--- config.mk ---
export PLATFORM = sky130hd
export DESIGN_NAME = qrs_sqrt
export DESIGN_NICKNAME = d
export VERILOG_FILES = /design/src/qrs_sqrt.sv
export SDC_FILE = /design/constraint.sdc
export NUM_CORES = 2
export LEC_CHECK = 0
export BUFFER_PORTS_ARGS = -buffer_cell sky130_fd_sc_hd__buf_2
export CELL_PAD_IN_SITES_DETAIL_PLACEMENT = 1
export CELL_PAD_IN_SITES_GLOBAL_PLACEMENT = 2
export CORE_MARGIN = 2
export CORE_UTILIZATION = 41
export DETAILED_ROUTE_END_ITERATION = 12
export HOLD_SLACK_MARGIN = 0.08
export PLACE_DENSITY_LB_ADDON = 0.1
export REMOVE_ABC_BUFFERS = 1
export SYNTH_ARGS = -nofsm -noshare
export SYNTH_HDL_FRONTEND = slang
export SYNTH_MEMORY_MAX_BITS = 65536
export SYNTH_SLANG_ARGS = --single-unit
export TNS_END_PERCENT = 30
--- constraint.sdc ---
create_clock -name clk -period 3.7 [get_ports clk]
set_input_delay 0.37 -clock clk [delete_from_list [all_inputs] [get_ports clk]]
set_output_delay 0.37 -clock clk [all_outputs]
set_load 0.01 [all_outputs]
--- src/qrs_sqrt.sv ---
// ----------------------------------------------------------------------------
// qrs_sqrt
// Integer square root, one result bit per pipeline stage (restoring form).
// ----------------------------------------------------------------------------
module qrs_sqrt #(
    parameter int OUT_W  = 33,
    parameter int SIDE_W = 8
) (
    input  logic                  clk,
    input  logic                  rst_n,
    input  logic                  en,
    input  logic                  valid_in,
    input  logic [2*OUT_W-1:0]    value,
    input  logic [SIDE_W-1:0]     side_in,
    output logic                  valid_out,
    output logic [OUT_W-1:0]      root,
    output logic [SIDE_W-1:0]     side_out
);

    localparam int VW = 2 * OUT_W;
    localparam int RW = OUT_W + 3;

    logic [RW-1:0]     rem_reg   [OUT_W];
    logic [OUT_W-1:0]  root_reg  [OUT_W];
    logic [VW-1:0]     val_reg   [OUT_W];
    logic [SIDE_W-1:0] side_reg  [OUT_W];
    logic              valid_reg [OUT_W];

    for (genvar k = 0; k < OUT_W; k++)
    begin : g_stage
        logic [RW-1:0]     rem_in;
        logic [OUT_W-1:0]  root_in;
        logic [VW-1:0]     val_in;
        logic [SIDE_W-1:0] side_pre;
        logic              valid_pre;
        logic [RW-1:0]     rem_next;
        logic [RW-1:0]     trial;
        logic              ge;

        if (k == 0)
        begin : g_first
            assign rem_in    = '0;
            assign root_in   = '0;
            assign val_in    = value;
            assign side_pre  = side_in;
            assign valid_pre = valid_in;
        end
        else
        begin : g_rest
            assign rem_in    = rem_reg[k-1];
            assign root_in   = root_reg[k-1];
            assign val_in    = val_reg[k-1];
            assign side_pre  = side_reg[k-1];
            assign valid_pre = valid_reg[k-1];
        end

        // bring down two bits, try root*4+1
        always_comb
        begin
            rem_next = {rem_in[RW-3:0], val_in[VW-1:VW-2]};
            trial    = RW'({root_in, 2'b01});
            ge       = (rem_next >= trial);
        end

        always_ff @(posedge clk or negedge rst_n)
        begin
            if (!rst_n)
                valid_reg[k] <= 1'b0;
            else if (en)
                valid_reg[k] <= valid_pre;
        end

        always_ff @(posedge clk)
        begin
            if (en)
            begin
                rem_reg[k]  <= ge ? (rem_next - trial) : rem_next;
                root_reg[k] <= {root_in[OUT_W-2:0], ge};
                val_reg[k]  <= val_in << 2;
                side_reg[k] <= side_pre;
            end
        end
    end

    assign valid_out = valid_reg[OUT_W-1];
    assign root      = root_reg[OUT_W-1];
    assign side_out  = side_reg[OUT_W-1];

endmodule

==> flow_metrics.py <==
metrics = {
    "cells_and_area": {
        "finalNonFillerCells": 15300,
        "area_growth_pct": 16.2,
        "layout.nets": 11400,
        "n_fill_cell": 32300,
        "largest_reg_flops": 1056,
        "multi_input_area_um2": 41000,
        "drive_above_1_share": 0.112,
        "final_cell_area_um2": 154000,
        "regArea_um2": 88400,
    },
    "die": {
        "num_io_pins": 120,
        "coreArea_um2": 321000,
        "die_w_um": 573,
        "die_area_um2": 328000,
        "initial_utilization": 0.413,
        "rows": 208,
        "fp.dieH_um": 573,
    },
    "logic_synthesis": {
        "post_synth.cell_area_avg_um2": 13.4,
        "ys.flop_type": "edfxtp_1",
        "synth_seq_area_share": 0.667,
        "synthDistinctLibCells": 86,
        "yosysWarnings": 0,
        "syn_area_um2": 133000,
        "synth.ff_latch_count": 2951,
        "synth_edf_count": 2918,
        "async_flop_share": 0.0112,
        "synthCells": 9915,
    },
    "worst_setup_path": {
        "path_class": "flip-flop to flip-flop",
        "required_ns": 4.33,
        "end_kind": "flip-flop",
        "worstPathMaxFanout": 3,
        "crit_arrival_ns": 4.26,
        "cp-start-kind": "flip-flop",
    },
    "grt": {
        "grt_pass1_wl_um": 469000,
        "grt_overflow": 0,
        "antenna_found_initial": 5,
        "grt_pass1_vias": 81900,
        "grt_usage": 0.178,
        "grt_max_degree": 136,
    },
    "clocking": {
        "cts_tree": "built",
        "root_buffer": "clkbuf_16",
        "clk_pin_slew_ns": 0.06,
        "cts_buffer_depth": 4,
        "cts_max_level": 5,
        "clock_latency_ns": 0.93,
        "cts.sinks": 2951,
        "cts_buffers": 334,
    },
    "power_and_ir_drop": {
        "cellPowerDensity_nw_per_um2": 626,
        "p_leak_nw": 58.9,
        "irDropWorstVdd_v": 0.000606,
    },
    "detailed_routing": {
        "wl_per_cell_um": 19.6,
        "drt_first_pass_iters": 5,
        "wirelength_um": 299000,
        "route.detailed.drc": 0,
        "drtAntennaViolNets": 0,
        "via_per_inst": 5.14,
        "vias": 78500,
        "drt_iter0_markers": 4433,
    },
    "status": {
        "status": "finished clean",
    },
    "sta": {
        "max_clock_freq_ghz": 0.276,
        "hold_violations": 0,
        "relSlewSlack": 0.416,
        "rsz0062_at_grt": "yes",
        "period_needed_ns": 3.63,
        "period_share": 0.980,
        "setup-violations-final": 0,
        "hold_ws_ns": 0.166,
        "worst_pin_slew_ns": 0.868,
        "skew_ns": 0.0687,
        "finalMaxSlewViolations": 0,
    },
    "placement": {
        "dp_hpwl_um": 218000,
        "place_inst": 14500,
        "gp_congestion": 0.851,
        "place_area_um2": 141000,
        "port_buffers": 119,
    },
    "worst_hold_path": {
        "hold_path.class": "input pin to flip-flop",
    },
    "run": {
        "max_cap_violations": 0,
    },
}
==> routing by layer <==
metal / wire length (um) / track usage / vias up
li1: - / - / 38300
met5: 0 / 0 / -
met3: 10300 / 0.0244 / 415
met1: 139000 / 0.243 / 38800
met2: 144000 / 0.299 / 994
met4: 6770 / 0.0441 / 0
==> worst max-delay path, cell delays in order, from the launching register on <==
cell and delay [ns]:
edfxtp_1 0.39, or4_4 0.57, nor4_4 0.15, or3b_4 0.41
or3_4 0.34, or4_4 0.54, nor4_4 0.22, a311o_1 0.23
buf_4 0.13, buf_4 0.10, nor2_2 0.06, nand2_1 0.10
xnor2_1 0.06
==> cell usage after synthesis (50+ instances only) <==
cell type / n / share of area
edfxtp_1: 2918 / 0.66
inv_1: 757 / 0.021
nand2_1: 668 / 0.019
a21oi_1: 625 / 0.024
nor2_1: 602 / 0.017
ha_1: 596 / 0.056
o21ai_0: 522 / 0.020
xnor2_1: 434 / 0.029
xor2_1: 428 / 0.028
a21o_1: 264 / 0.015
nor3_1: 220 / 0.0083
clkbuf_1: 170 / 0.0048
nand3_1: 158 / 0.0060
nor4_1: 119 / 0.0056
o21a_1: 111 / 0.0063
nand2b_1: 110 / 0.0052
mux2_2: 108 / 0.0092
nor2b_1: 105 / 0.0050
nand4_1: 97 / 0.0046
or3_1: 97 / 0.0046
o31ai_1: 58 / 0.0033
and3_1: 53 / 0.0025
or4_1: 51 / 0.0029
a211oi_1: 50 / 0.0028
==> cells in the final DEF, fill, tap and decap left out, drive strengths merged, types with 108 or more instances in the layout <==
| cell type | n |
|---|---|
| edfxtp | 2918 |
| inv | 776 |
| nand2 | 669 |
| a21oi | 625 |
| nor2 | 602 |
| ha | 596 |
| o21ai | 523 |
| buf | 510 |
| xnor2 | 434 |
| xor2 | 428 |
| clkbuf | 412 |
| a21o | 264 |
| nor3 | 220 |
| nand3 | 158 |
| clkinv | 124 |
| dlygate4sd3 | 122 |
| nor4 | 121 |
| o21a | 111 |
| nand2b | 110 |
| mux2 | 108 |
==> area by class of cell <==
cell class	instances	share of cell area
clock inverters	189	0.0134
multi-input cells	6014	0.266
well taps	4305	0.0350
repair buffers	634	0.0356
diodes	3	0.0000487
inverters	760	0.0185
flip-flops and latches	2951	0.574
clock buffers	410	0.0570
==> metrics by stage <==
stage | TNS, ns | setup slack, ns | util | total power, W
detailed placement | -14.99 | -0.662 | 0.440 | 0.0641
floorplan | -313.89 | -3.37 | - | 0.0572
CTS | -0.0184 | -0.0184 | 0.478 | 0.0976
global placement | -11.79 | -0.593 | 0.440 | 0.0637
finish | 0 | 0.0734 | 0.479 | 0.0964
global route | -0.392 | -0.105 | 0.479 | 0.101
==> final timing paths <==
path,startpoint,slack [ns],cells past startpoint,end
setup / recovery,rem_reg[0][300],0.07,12,rem_reg[0][353]
min in group asynchronous,rst_n,0.59,4,g_stage[1].valid_pre
hold / removal,value[53],0.17,2,val_reg[0][53]
max in group asynchronous,rst_n,2.90,4,g_stage[29].valid_pre
setup reg to reg,rem_reg[0][300],0.07,12,rem_reg[0][353]
hold reg to reg,val_reg[0][1262],0.40,0,val_reg[0][1328]
==> repair_timing <==
item,CTS,global route
hold buffers,123,0
endpoints found under the setup margin,67,203
pin swaps,1,10
buffers inserted,0,10
endpoints found under the hold margin,158,0
gates resized for setup,16,73
cloned,0,4
==> power breakdown <==
group	switching (W)	internal [W]	total [W]
logic	0.0107	0.00815	0.0189
registers	0.00271	0.0421	0.0448
clock network	0.0135	0.0193	0.0328
==> kinds of logic (layout without fill, tap and decap cells) <==
logic type | count (synthesis) | after routing | share of synthesized area
buffers and inverters | 951 | 1993 | 0.0270
other | 1 | 4 | 0.0000283
adders and majority gates | 596 | 596 | 0.0562
DFF | 2951 | 2951 | 0.667
muxes | 115 | 115 | 0.00970
AOI/OAI and AO/OA | 1968 | 1968 | 0.0915
xor gates and xnor gates | 862 | 862 | 0.0569
and+or+nand+nor | 2471 | 2472 | 0.0917
No activity file was read; power rests on OpenSTA's default activity.
